`config.mk`:
```
export PLATFORM = sky130hd
export DESIGN_NAME = ppm_pulse_train_decoder
export DESIGN_NICKNAME = d
export VERILOG_FILES = /design/src/sv/ppmd_pkg.sv /design/src/sv/ppmd_cfg_regs.sv /design/src/sv/ppmd_in_stage.sv /design/src/sv/ppmd_decode.sv /design/src/sv/ppm_pulse_train_decoder.sv
export SDC_FILE = /design/constraint.sdc
export NUM_CORES = 1
export LEC_CHECK = 0
export ABC_CLOCK_PERIOD_IN_PS = 6900
export BUFFER_PORTS_ARGS = -buffer_cell sky130_fd_sc_hd__buf_4
export CORE_MARGIN = 3
export CORE_UTILIZATION = 55
export CTS_CLUSTER_SIZE = 8
export DETAILED_ROUTE_END_ITERATION = 10
export GPL_ROUTABILITY_DRIVEN = 0
export GPL_TIMING_DRIVEN = 0
export PLACE_DENSITY = 0.83
export SKIP_CTS_REPAIR_TIMING = 1
export SYNTH_ARGS = -nofsm -noshare
export SYNTH_HDL_FRONTEND = slang
export SYNTH_HIERARCHICAL = 1
export SYNTH_SLANG_ARGS = --single-unit
export TNS_END_PERCENT = 1
```
`constraint.sdc`:
```
create_clock -name clk -period 6.9 [get_ports clk]
set_input_delay 0.69 -clock clk [delete_from_list [all_inputs] [get_ports clk]]
set_output_delay 0.69 -clock clk [all_outputs]
set_load 0.03 [all_outputs]
```
`src/sv/ppmd_pkg.sv`:
```
// Shared types, constants and codes for the PPM pulse train decoder.
`timescale 1ns / 1ps

package ppmd_pkg;

    // Number of channel slots in one frame (range 1 to 7).
    localparam int unsigned NUM_CHANNELS = 6;

    localparam int unsigned TIME_W   = 16;
    localparam int unsigned OFFSET_W = 10;
    localparam int unsigned VALUE_W  = 17;
    localparam int unsigned SLOT_W   = 3;
    localparam int unsigned CNT_W    = 4;
    localparam int unsigned ROLL_W   = 2;
    localparam int unsigned REQ_W    = 2;
    localparam int unsigned CFG_IDX_W = 1;
    localparam int unsigned CFG_DATA_W = 16;

    localparam logic [TIME_W-1:0]   SYNC_RESET   = 16'd3000;
    localparam logic [OFFSET_W-1:0] OFFSET_RESET = 10'd400;
    localparam logic [CNT_W-1:0]    CNT_MAX      = 4'd15;
    localparam logic [ROLL_W-1:0]   ROLL_MAX     = 2'd3;
    localparam logic [ROLL_W-1:0]   ROLL_LOST    = 2'd1;

    // Event codes carried on req_type.
    typedef enum logic [REQ_W-1:0] {
        REQ_RISE     = 2'd0,
        REQ_FALL     = 2'd1,
        REQ_ROLLOVER = 2'd2
    } ppmd_req_t;

    // Configuration register indexes.
    typedef enum logic [CFG_IDX_W-1:0] {
        CFG_SYNC_THRESHOLD = 1'b0,
        CFG_WIDTH_OFFSET   = 1'b1
    } ppmd_cfg_idx_t;

    typedef struct packed {
        logic [TIME_W-1:0]   sync_threshold;
        logic [OFFSET_W-1:0] width_offset;
    } ppmd_cfg_t;

    typedef struct packed {
        logic [REQ_W-1:0]  req_type;
        logic [TIME_W-1:0] capture_time;
    } ppmd_event_t;

    typedef struct packed {
        logic [SLOT_W-1:0]  slot_written;
        logic [VALUE_W-1:0] slot_value;
        logic [TIME_W-1:0]  pulse_width;
        logic               sync_seen;
        logic               signal_lost;
    } ppmd_result_t;

endpackage

```
`src/sv/ppmd_cfg_regs.sv`:
```
// Configuration registers of the PPM pulse train decoder.
`timescale 1ns / 1ps

module ppmd_cfg_regs (
    input  logic                                clk,
    input  logic                                rst_n,
    input  logic                                cfg_valid,
    output logic                                cfg_ready,
    input  logic [ppmd_pkg::CFG_IDX_W-1:0]      cfg_index,
    input  logic [ppmd_pkg::CFG_DATA_W-1:0]     cfg_data,
    output ppmd_pkg::ppmd_cfg_t                 cfg
);

    ppmd_pkg::ppmd_cfg_t cfg_reg;
    ppmd_pkg::ppmd_cfg_t cfg_next;

    assign cfg_ready = 1'b1;
    assign cfg       = cfg_reg;

    always_comb
    begin
        cfg_next = cfg_reg;
        if (cfg_valid)
        begin
            unique case (cfg_index)
                ppmd_pkg::CFG_SYNC_THRESHOLD:
                begin
                    cfg_next.sync_threshold = cfg_data[ppmd_pkg::TIME_W-1:0];
                end
                ppmd_pkg::CFG_WIDTH_OFFSET:
                begin
                    cfg_next.width_offset = cfg_data[ppmd_pkg::OFFSET_W-1:0];
                end
                default:
                begin
                    cfg_next = cfg_reg;
                end
            endcase
        end
    end

    always_ff @(posedge clk or negedge rst_n)
    begin
        if (!rst_n)
        begin
            cfg_reg.sync_threshold <= ppmd_pkg::SYNC_RESET;
            cfg_reg.width_offset   <= ppmd_pkg::OFFSET_RESET;
        end
        else
        begin
            cfg_reg <= cfg_next;
        end
    end

endmodule

```
`src/sv/ppmd_in_stage.sv`:
```
// Input register that holds one capture event beat for the decode stage.
`timescale 1ns / 1ps

module ppmd_in_stage (
    input  logic                            clk,
    input  logic                            rst_n,
    input  logic                            in_valid,
    output logic                            in_ready,
    input  logic [ppmd_pkg::REQ_W-1:0]      req_type,
    input  logic [ppmd_pkg::TIME_W-1:0]     capture_time,
    input  logic                            take,
    output logic                            ev_valid,
    output ppmd_pkg::ppmd_event_t           ev
);

    logic                  valid_reg;
    logic                  valid_next;
    ppmd_pkg::ppmd_event_t ev_reg;
    logic                  load;

    // The register may refill in the same cycle that its beat moves on.
    assign in_ready   = !valid_reg || take;
    assign load       = in_valid && in_ready;
    assign valid_next = load ? 1'b1 : (take ? 1'b0 : valid_reg);

    assign ev_valid = valid_reg;
    assign ev       = ev_reg;

    always_ff @(posedge clk or negedge rst_n)
    begin
        if (!rst_n)
        begin
            valid_reg <= 1'b0;
        end
        else
        begin
            valid_reg <= valid_next;
        end
    end

    always_ff @(posedge clk)
    begin
        if (load)
        begin
            ev_reg.req_type     <= req_type;
            ev_reg.capture_time <= capture_time;
        end
    end

endmodule

```
`src/sv/ppmd_decode.sv`:
```
// Decode state, width measurement and result register of the PPM decoder.
`timescale 1ns / 1ps

module ppmd_decode (
    input  logic                    clk,
    input  logic                    rst_n,
    input  ppmd_pkg::ppmd_cfg_t     cfg,
    input  logic                    ev_valid,
    input  ppmd_pkg::ppmd_event_t   ev,
    output logic                    take,
    output logic                    out_valid,
    input  logic                    out_ready,
    output ppmd_pkg::ppmd_result_t  result
);

    logic [ppmd_pkg::TIME_W-1:0] last_rise_reg;
    logic [ppmd_pkg::TIME_W-1:0] last_rise_next;
    logic [ppmd_pkg::CNT_W-1:0]  counter_reg;
    logic [ppmd_pkg::CNT_W-1:0]  counter_next;
    logic [ppmd_pkg::ROLL_W-1:0] rollover_reg;
    logic [ppmd_pkg::ROLL_W-1:0] rollover_next;
    logic                        out_valid_reg;
    logic                        out_valid_next;
    ppmd_pkg::ppmd_result_t      result_reg;
    ppmd_pkg::ppmd_result_t      result_next;

    logic [ppmd_pkg::TIME_W-1:0] diff;
    logic [ppmd_pkg::TIME_W-1:0] width;
    logic                        is_sync;
    logic                        slot_hit;

    // A beat moves on when the result register is empty or being emptied.
    assign take = ev_valid && (!out_valid_reg || out_ready);

    // A wrapped or equal capture measures against a period of 0xFFFF,
    // which is the plain difference less one.
    assign diff    = ev.capture_time - last_rise_reg;
    assign width   = (ev.capture_time > last_rise_reg) ? diff : diff - 16'd1;
    assign is_sync = width > cfg.sync_threshold;

    always_comb
    begin
        last_rise_next = last_rise_reg;
        counter_next   = counter_reg;
        rollover_next  = rollover_reg;
        result_next    = '0;
        slot_hit       = 1'b0;

        unique case (ev.req_type)
            ppmd_pkg::REQ_RISE:
            begin
                last_rise_next = ev.capture_time;
                rollover_next  = '0;
            end
            ppmd_pkg::REQ_FALL:
            begin
                result_next.pulse_width = width;
                if (is_sync)
                begin
                    result_next.sync_seen = 1'b1;
                    counter_next          = '0;
                end
                else if (counter_reg != ppmd_pkg::CNT_MAX)
                begin
                    counter_next = counter_reg + 4'd1;
                end
                slot_hit = (counter_next != '0) &&
                           (counter_next <= ppmd_pkg::CNT_W'(ppmd_pkg::NUM_CHANNELS));
                if (slot_hit)
                begin
                    result_next.slot_written = counter_next[ppmd_pkg::SLOT_W-1:0];
                    result_next.slot_value   = {1'b0, width} +
                                               ppmd_pkg::VALUE_W'(cfg.width_offset);
                end
            end
            ppmd_pkg::REQ_ROLLOVER:
            begin
                if (rollover_reg != ppmd_pkg::ROLL_MAX)
                begin
                    rollover_next = rollover_reg + 2'd1;
                end
            end
            default:
            begin
                rollover_next = rollover_reg;
            end
        endcase

        result_next.signal_lost = rollover_next > ppmd_pkg::ROLL_LOST;
    end

    assign out_valid_next = take ? 1'b1 : (out_ready ? 1'b0 : out_valid_reg);

    always_ff @(posedge clk or negedge rst_n)
    begin
        if (!rst_n)
        begin
            last_rise_reg <= '0;
            counter_reg   <= '0;
            rollover_reg  <= '0;
            out_valid_reg <= 1'b0;
        end
        else
        begin
            out_valid_reg <= out_valid_next;
            if (take)
            begin
                last_rise_reg <= last_rise_next;
                counter_reg   <= counter_next;
                rollover_reg  <= rollover_next;
            end
        end
    end

    always_ff @(posedge clk)
    begin
        if (take)
        begin
            result_reg <= result_next;
        end
    end

    assign out_valid = out_valid_reg;
    assign result    = result_reg;

endmodule

```
`src/sv/ppm_pulse_train_decoder.sv`:
```
// Top level of the PPM pulse train decoder.
`timescale 1ns / 1ps

// The decoder turns timer capture events of an RC PPM pulse train into
// channel values. Each input beat carries req_type (rising capture, falling
// capture or timer rollover tick) and capture_time. Each accepted beat gives
// exactly one result beat: the channel slot written (0 for none), the value
// stored in it (measured width plus width_offset), the measured pulse width,
// a sync flag and the signal-lost flag. The decoded channel table itself is
// kept by the receiver from the slot_written and slot_value fields.
// Both channels use valid/ready. A beat goes into an input register, then
// the decode logic updates the frame state and loads the result register.
// One beat is taken in every cycle while the receiver takes results; the
// single decode pass between the two registers sets that rate. When the
// receiver stalls, the result register holds and the input register
// still takes one more beat, after which in_ready falls until the
// result is taken.
// The configuration port (cfg_valid/cfg_ready, cfg_index, cfg_data) writes
// sync_threshold (index 0) and width_offset (index 1); it is always ready
// and should be written only while the decoder is idle. Reset restores
// sync_threshold to 3000 and width_offset to 400, clears the last rise
// time, channel counter and rollover count, and empties both registers.

module ppm_pulse_train_decoder (
    input  logic                                clk,
    input  logic                                rst_n,
    input  logic                                in_valid,
    output logic                                in_ready,
    input  logic [ppmd_pkg::REQ_W-1:0]          req_type,
    input  logic [ppmd_pkg::TIME_W-1:0]         capture_time,
    output logic                                out_valid,
    input  logic                                out_ready,
    output logic [ppmd_pkg::SLOT_W-1:0]         slot_written,
    output logic [ppmd_pkg::VALUE_W-1:0]        slot_value,
    output logic [ppmd_pkg::TIME_W-1:0]         pulse_width,
    output logic                                sync_seen,
    output logic                                signal_lost,
    input  logic                                cfg_valid,
    output logic                                cfg_ready,
    input  logic [ppmd_pkg::CFG_IDX_W-1:0]      cfg_index,
    input  logic [ppmd_pkg::CFG_DATA_W-1:0]     cfg_data
);

    ppmd_pkg::ppmd_cfg_t    cfg;
    ppmd_pkg::ppmd_event_t  ev;
    ppmd_pkg::ppmd_result_t result;
    logic                   ev_valid;
    logic                   take;

    // Register file for the two set-up values.
    ppmd_cfg_regs u_cfg_regs (
        .clk       (clk),
        .rst_n     (rst_n),
        .cfg_valid (cfg_valid),
        .cfg_ready (cfg_ready),
        .cfg_index (cfg_index),
        .cfg_data  (cfg_data),
        .cfg       (cfg)
    );

    // Input register: holds one event beat until the decode stage takes it.
    ppmd_in_stage u_in_stage (
        .clk          (clk),
        .rst_n        (rst_n),
        .in_valid     (in_valid),
        .in_ready     (in_ready),
        .req_type     (req_type),
        .capture_time (capture_time),
        .take         (take),
        .ev_valid     (ev_valid),
        .ev           (ev)
    );

    // Width measurement, frame state and the result register.
    ppmd_decode u_decode (
        .clk       (clk),
        .rst_n     (rst_n),
        .cfg       (cfg),
        .ev_valid  (ev_valid),
        .ev        (ev),
        .take      (take),
        .out_valid (out_valid),
        .out_ready (out_ready),
        .result    (result)
    );

    assign slot_written = result.slot_written;
    assign slot_value   = result.slot_value;
    assign pulse_width  = result.pulse_width;
    assign sync_seen    = result.sync_seen;
    assign signal_lost  = result.signal_lost;

    // A sync gap restarts the frame, so it never writes a slot.
    assert property (@(posedge clk) disable iff (!rst_n)
        (out_valid && sync_seen) |-> (slot_written == '0))
        else $error("sync gap reported together with a slot write");

    // A written slot holds the reported width plus the configured offset.
    assert property (@(posedge clk) disable iff (!rst_n)
        (out_valid && (slot_written != '0)) |->
            (slot_value == ({1'b0, pulse_width} +
                            ppmd_pkg::VALUE_W'(cfg.width_offset))))
        else $error("slot value does not match width plus offset");

    // An empty input register always accepts a beat.
    assert property (@(posedge clk) disable iff (!rst_n)
        !ev_valid |-> in_ready)
        else $error("input refused while the input register is empty");

    // A beat taken by the decode stage shows up as a result in the next cycle.
    assert property (@(posedge clk) disable iff (!rst_n)
        take |=> out_valid)
        else $error("decoded beat did not reach the result register");

endmodule
```
==> impl_results.md, run 1 <==
- Max Clock Freq: 164 MHz
- Vias post-DR: 4707
- Share of layout cells above drive strength 1: 24.7%
- Worst Path Max Fanout: 4
- Grt ovf: 0
- Drt pass-1 iters: 4
- Sw Share: 40.5%
- Fraction of registers with async set/reset: 47.2%
- Ant diodes: 0
- Antenna-violating nets left: 0
- Clk sink count: 106
- Met1 GRT Util: 26.9%
- GR Util met2: 36.3%
- CTS tree: yes
- Area growth syn-to-layout: 17.5%
- I/O Pins: 81
- RSZ-0062 raised after global routing: no
- Initial core utilization: 57.2%
- Chip width: 113 um
- Post-DP HPWL: 9910 um
- Chip Height: 113 um
- Met3 global-route usage: 4.76%
- Leak: 3.25 nW
- Total track usage: 21.6%
- Final Max Tran Viols: 0
- Outcome: complete, no violations
- Synth cell types: 75
- Startpoint types: register
- Final setup fails: 0
- CORE AREA: 11000 um2
- H-tree depth: 3
- Mean post-synth cell area: 11.0 um2
- FP Rows: 38
- VDD IR-drop max: 208 uV
- CTS max path bufs: 2
- Period utilization: 88.6%
- Synth Flop Type: edfxtp_1
- Sequential-to-total area share from yosys stat: 46.7%
- Power, Total: 3.06 mW
- Ys Warns: 6
- Number of enable flip-flop cells after synthesis: 56
- Drt total wl: 13300 um
- Endpoints failing hold: 0
- Syn Inst Count: 572
- Final instance area: 7410 um2
- Place WS: 900 ps
- Tightest Pin Transition: 1280 ps
- Clk_lat worst skew: 350 ps
- Power share of the clock group: 18.7%
- Drt initial violations: 334
- Comb pwr share: 52.8%
- Setup CP Type: reg2reg
- Initial antenna violation count: 0
- Setup TNS: 0 ps
- Mapped Nets: 658
- Instance area at placement: 7080 um2
- Most Crowded Layer GR: met2
- Int Power: 1.82 mW
- Hold WC Path Type: in2async
- Arr. time, crit path: 6200 ps
- First-pass GRT wire length: 22200 um
- Mapped Area: 6310 um2
- Largest register FFs: 38
- Root buf cell: clkbuf_16
- Number of buffers created by CTS: 9
- Min Clock Period, post-route: 6110 ps
- Nets: 748
- Number of global-route vias before repair: 4732
- Routed WL per cell: 16.4 um
- Critical Path RT: 6990 ps
- Final Skew: 5.32 ps
- Flop and latch count out of synthesis: 106
- Number of port buffers: 79
- Seq pwr share: 28.5%
- Die ar.: 12800 um2
- CP endpoint kind: register
- Final worst-path setup slack: 788 ps
- CTS clk-pin slew, worst paths: 70 ps
- Slew HR: 12.2%
- Routed vias/inst: 5.83
- Psw: 1.24 mW
- Pin count of the biggest net entering global routing: 51
- DRC: 0
- MaxCap Viol Count: 0
- Power Density: 413 nW/um2
[power groups by stage]
stage	sequential [mW]	clock, mW	combinational, mW
2_1_floorplan	0.965	0	1.12
3_3_place_gp	0.876	0	1.51
3_5_place_dp	0.885	0	1.58
4_1_cts	0.874	0.584	1.59
5_1_grt	0.888	0.610	1.79
6_report	0.872	0.572	1.62
[cell families (layout without fill, tap and decap cells)]
family | Yosys count | after routing | synth area share (%)
AO/OA/AOI/OAI | 111 | 111 | 12.4
flip-flops | 106 | 106 | 46.7
adder cells (fa/ha/maj) | 46 | 46 | 9.36
AND/OR/NAND/NOR | 172 | 172 | 14.3
multiplexers | 43 | 43 | 8.23
other | 1 | 1 | 0.0594
buffers and inverters | 57 | 152 | 3.94
XOR/XNOR | 36 | 36 | 5.11
[cells in the final DEF, fill, tap and decap left out, types with 4 or more instances in the layout]
master and count:
and2_1 10, dfstp_2 10, nand4_1 12, mux2_2 31, clkbuf_16 9, buf_4 80
xnor2_1 21, and3_1 6, a211oi_1 4, nand3_1 8, o21a_1 6, xor2_1 14
nand2_1 33, ha_1 44, edfxtp_1 56, nor3_1 11, o31ai_1 4, o21ai_1 6
clkbuf_1 11, nor3b_1 4, dfrtp_1 40, a21o_1 9, nor4_1 5, o21ai_0 15
nand2b_1 9, a21oi_1 29, mux2_4 10, nor2_1 50, o21bai_1 9, nor2b_1 5
inv_1 40
[critical path: stages (launching register included)]
cell and delay (ps):
dfrtp_1 390, ha_1 220, fa_1 420, nand2b_1 190
a21oi_1 310, a21oi_1 180, o211ai_1 360, nand2_1 210
mux2i_1 510, ha_1 340, a21o_1 150, a21oi_1 290
o21bai_1 100, a21oi_1 270, o21ai_1 180, and4_1 230
a2111oi_0 1080, a2111oi_2 120, xnor2_1 220, nor2_1 60
[routing by layer]
layer  vias up  wire length [um]
li1       2255                 -
met1      2257              5580
met2       172              6610
met3        23               781
met4         0               295
met5         -                 0
[area by class of cell]
cell class | count | area [um2]
Fill cell | 799 | 3620
Multi-Input combinational cell | 409 | 3120
Sequential cell | 106 | 2950
Timing Repair Buffer | 79 | 593
Clock buffer | 10 | 229
Tap cell | 140 | 175
Inverter | 42 | 158
Clock inverter | 6 | 105
Buffer | 15 | 91.3
[path summary, 6_finish.rpt]
check | cells past startpoint | to | start | slack (ps)
max in group asynchronous | 1 | u_cfg_regs/cfg[20] | rst_n | 6080
max reg2reg | 19 | u_decode/result[31] | u_decode/last_rise_reg[0] | 790
min reg2reg | 1 | u_decode/last_rise_reg[4] | u_decode/last_rise_reg[4] | 500
min in group clk | 1 | u_decode/last_rise_reg[4] | u_decode/last_rise_reg[4] | 500
max | 19 | u_decode/result[31] | u_decode/last_rise_reg[0] | 790
min | 1 | u_decode/out_valid | rst_n | 370
[through the flow]
| stage | utilization [%] | instances | hold slack (ps) |
|---|---|---|---|
| global route | 67.2 | 807 | 427 |
| global placement | 64.2 | 791 | 468 |
| detailed placement | 64.2 | 791 | 492 |
| CTS | 67.2 | 807 | 400 |
| finish | 67.2 | 807 | 374 |
| floorplan | - | 572 | 394 |
[Yosys cell counts (11+ instances only)]
master    instances  share of area [%]
ha_1             44                8.7
nor2_1           50                3.0
nand4_1          12                1.2
a21oi_1          29                2.3
o21ai_0          15                1.2
edfxtp_1         56                 27
dfrtp_1          40                 16
nor3_1           11               0.87
inv_1            41                2.4
xor2_1           14                1.9
mux2_2           31                5.5
xnor2_1          21                2.9
nand2_1          33                2.0
Note: power is estimated with default switching activity, not from simulation.
==> run 2, diff against run 1 <==
Settings changed: CELL_PAD_IN_SITES_DETAIL_PLACEMENT set to 0, CELL_PAD_IN_SITES_GLOBAL_PLACEMENT set to 2, CORE_ASPECT_RATIO set to 1.25, CORE_UTILIZATION 55 to 38, PLACE_DENSITY 0.83 to 0.87.
==> run 2 against run 1 <==
Effect of this change:
- worst hold slack gained 14 ps
- clock-buffer cell count grew 2
- clock power shrank 3%
- cell count grew 9.5%
- fmax grew 7.8%
- non-clock buffer count grew 1
- register-to-register slack gained 440 ps
- power shrank 1.6%
- combinational power shrank 2%
- largest cell class unchanged
- die area grew 42%
- core utilization shrank 21 points
==> impl_results.md, run 2 (synthesis results as in run 1) <==
- Outcome: complete, no violations (unchanged)
- Leak: 3.23 nW (was 3.25 nW)
- Ant diodes: 0 (unchanged)
- Commonest non-fill, non-tap cell in the layout: buf_4 (unchanged)
- Startpoint types: register (unchanged)
- Initial core utilization: 38.8% (was 57.2%)
- CTS clk-pin slew, worst paths: 70 ps (about the same)
- Drt pass-1 iters: 4 (unchanged)
- Area growth syn-to-layout: 18.8% (was 17.5%)
- VDD IR-drop max: 134 uV (was 208 uV)
- Chip width: 121 um (was 113 um)
- Setup CP Type: reg2reg (unchanged)
- Number of port buffers: 79 (unchanged)
- Initial antenna violation count: 0 (unchanged)
- Critical Path RT: 7100 ps (was 6990 ps)
- Final setup fails: 0 (unchanged)
- Root buf cell: clkbuf_16 (unchanged)
- Drt total wl: 13500 um (was 13300 um)
- Max Clock Freq: 176 MHz (was 164 MHz)
- Share of layout cells above drive strength 1: 24.6% (was 24.7%)
- Die ar.: 18200 um2 (was 12800 um2)
- Arr. time, crit path: 5870 ps (was 6200 ps)
- First-pass GRT wire length: 22000 um (was 22200 um)
- I/O Pins: 81 (unchanged)
- Min Clock Period, post-route: 5670 ps (was 6110 ps)
- Most frequent cells in the layout: 80 x buf_4, 56 x edfxtp_1, 50 x nor2_1 (unchanged)
- Final Skew: 8.65 ps (was 5.32 ps)
- Setup TNS: 0 ps (unchanged)
- Vias post-DR: 4485 (was 4707)
- Slew HR: 38.9% (was 12.2%)
- DRC: 0 (unchanged)
- Antenna-violating nets left: 0 (unchanged)
- RSZ-0062 raised after global routing: no (unchanged)
- Final Max Tran Viols: 0 (unchanged)
- Pin count of the biggest net entering global routing: 51 (unchanged)
- Power Density: 401 nW/um2 (was 413 nW/um2)
- Hold WC Path Type: in2async (unchanged)
- CP endpoint kind: register (unchanged)
- Drt initial violations: 270 (was 334)
- Number of global-route vias before repair: 4500 (was 4732)
- Endpoints failing hold: 0 (unchanged)
- Number of buffers created by CTS: 9 (unchanged)
- Nets: 749 (was 748)
- Clk sink count: 106 (unchanged)
- H-tree depth: 3 (unchanged)
- Routed WL per cell: 15.2 um (was 16.4 um)
- MaxCap Viol Count: 0 (unchanged)
- Worst Path Max Fanout: 10 (was 4)
- Tightest Pin Transition: 910 ps (was 1280 ps)
- Routed vias/inst: 5.07 (was 5.83)
- Clk_lat worst skew: 350 ps (about the same)
- CTS max path bufs: 2 (unchanged)
- Finished Layout Cells: 884 (was 807)
- CORE AREA: 16300 um2 (was 11000 um2)
- FP Rows: 52 (was 38)
- Largest register FFs: 38 (unchanged)
- Chip Height: 150 um (was 113 um)
- Total track usage: 15.3% (was 21.6%)
- CTS tree: yes (unchanged)
- Period utilization: 82.2% (was 88.6%)
- Grt ovf: 0 (unchanged)
- Placed cells: 868 (was 791)
- Post-DP HPWL: 10300 um (was 9910 um)
run 2: changes by cell type in the layout (fill, tap and decap cells not counted), sizes merged:
cell      change
clkbuf        +2
bufinv        -1
clkinvlp      +2
buf           +1
clkinv        -3
run 2: metrics by stage:
step / power, mW / instance area (um2) / hold slack, ps / worst slack [ps] / util [%]
after floorplan: 2.09 / 6310 / 394 / 2060 / -
after global placement: 2.44 / 7180 / 467 / 708 / 44.1
after detailed placement: 2.48 / 7180 / 476 / 1120 / 44.1
after CTS: 3.05 / 7500 / 408 / 1090 / 46.1
after global routing: 3.26 / 7500 / 432 / 636 / 46.1
final: 3.01 / 7500 / 388 / 1230 / 46.1
run 2: cell type report:
type                       instances  area [um2]
inverter                          42         158
buffer                            15        91.3
fill                            1539        8760
sequential                       106        2950
clock inverter                     4        75.1
tap                              216         270
timing repair buffer              80         597
clock buffer                      12         246
multi-input combinational        409        3120
run 2: power by group:
group,internal [mW],leakage [nW],switching [mW]
registers,0.815,1.14,0.0541
logic,0.652,1.95,0.932
clock network,0.328,0.149,0.227
total,1.80,3.23,1.21
run 2: path summary, 6_finish.rpt:
check,slack (ps),start,endpoint,cells past startpoint
worst max-delay path,1230,u_decode/last_rise_reg[0],u_decode/result[27],19
worst min-delay path,390,rst_n,u_decode/last_rise_reg[14],1
worst max register to register,1230,u_decode/last_rise_reg[0],u_decode/result[27],19
worst min register to register,490,u_decode/last_rise_reg[0],u_decode/last_rise_reg[0],2
max in group asynchronous,6050,rst_n,u_cfg_regs/cfg[1],1
min in group clk,490,u_decode/last_rise_reg[0],u_decode/last_rise_reg[0],2
run 2: routing by layer:
layer	vias to the layer above	GRT usage [%]	share of wire (%)
met5	-	0	0
met4	0	4.54	1.2
met3	10	2.89	3.4
met2	78	27.7	53
met1	2142	18.4	43
li1	2255	-	-
run 2: worst max-delay path, cell delays in order (launching register included):
cell and delay, ps:
dfrtp_1 380, ha_1 200, fa_1 420, nand2b_1 190, a21oi_1 310, a21oi_1 180, xnor2_1 230, a2111oi_4 540
nand4_1 170, xor2_1 460, clkinv_1 220, ha_1 340, a21oi_1 130, o21ai_0 100, a21o_1 180, a21oi_1 230
a22o_1 370, nand2_1 330, clkbuf_1 330, nor2_1 180
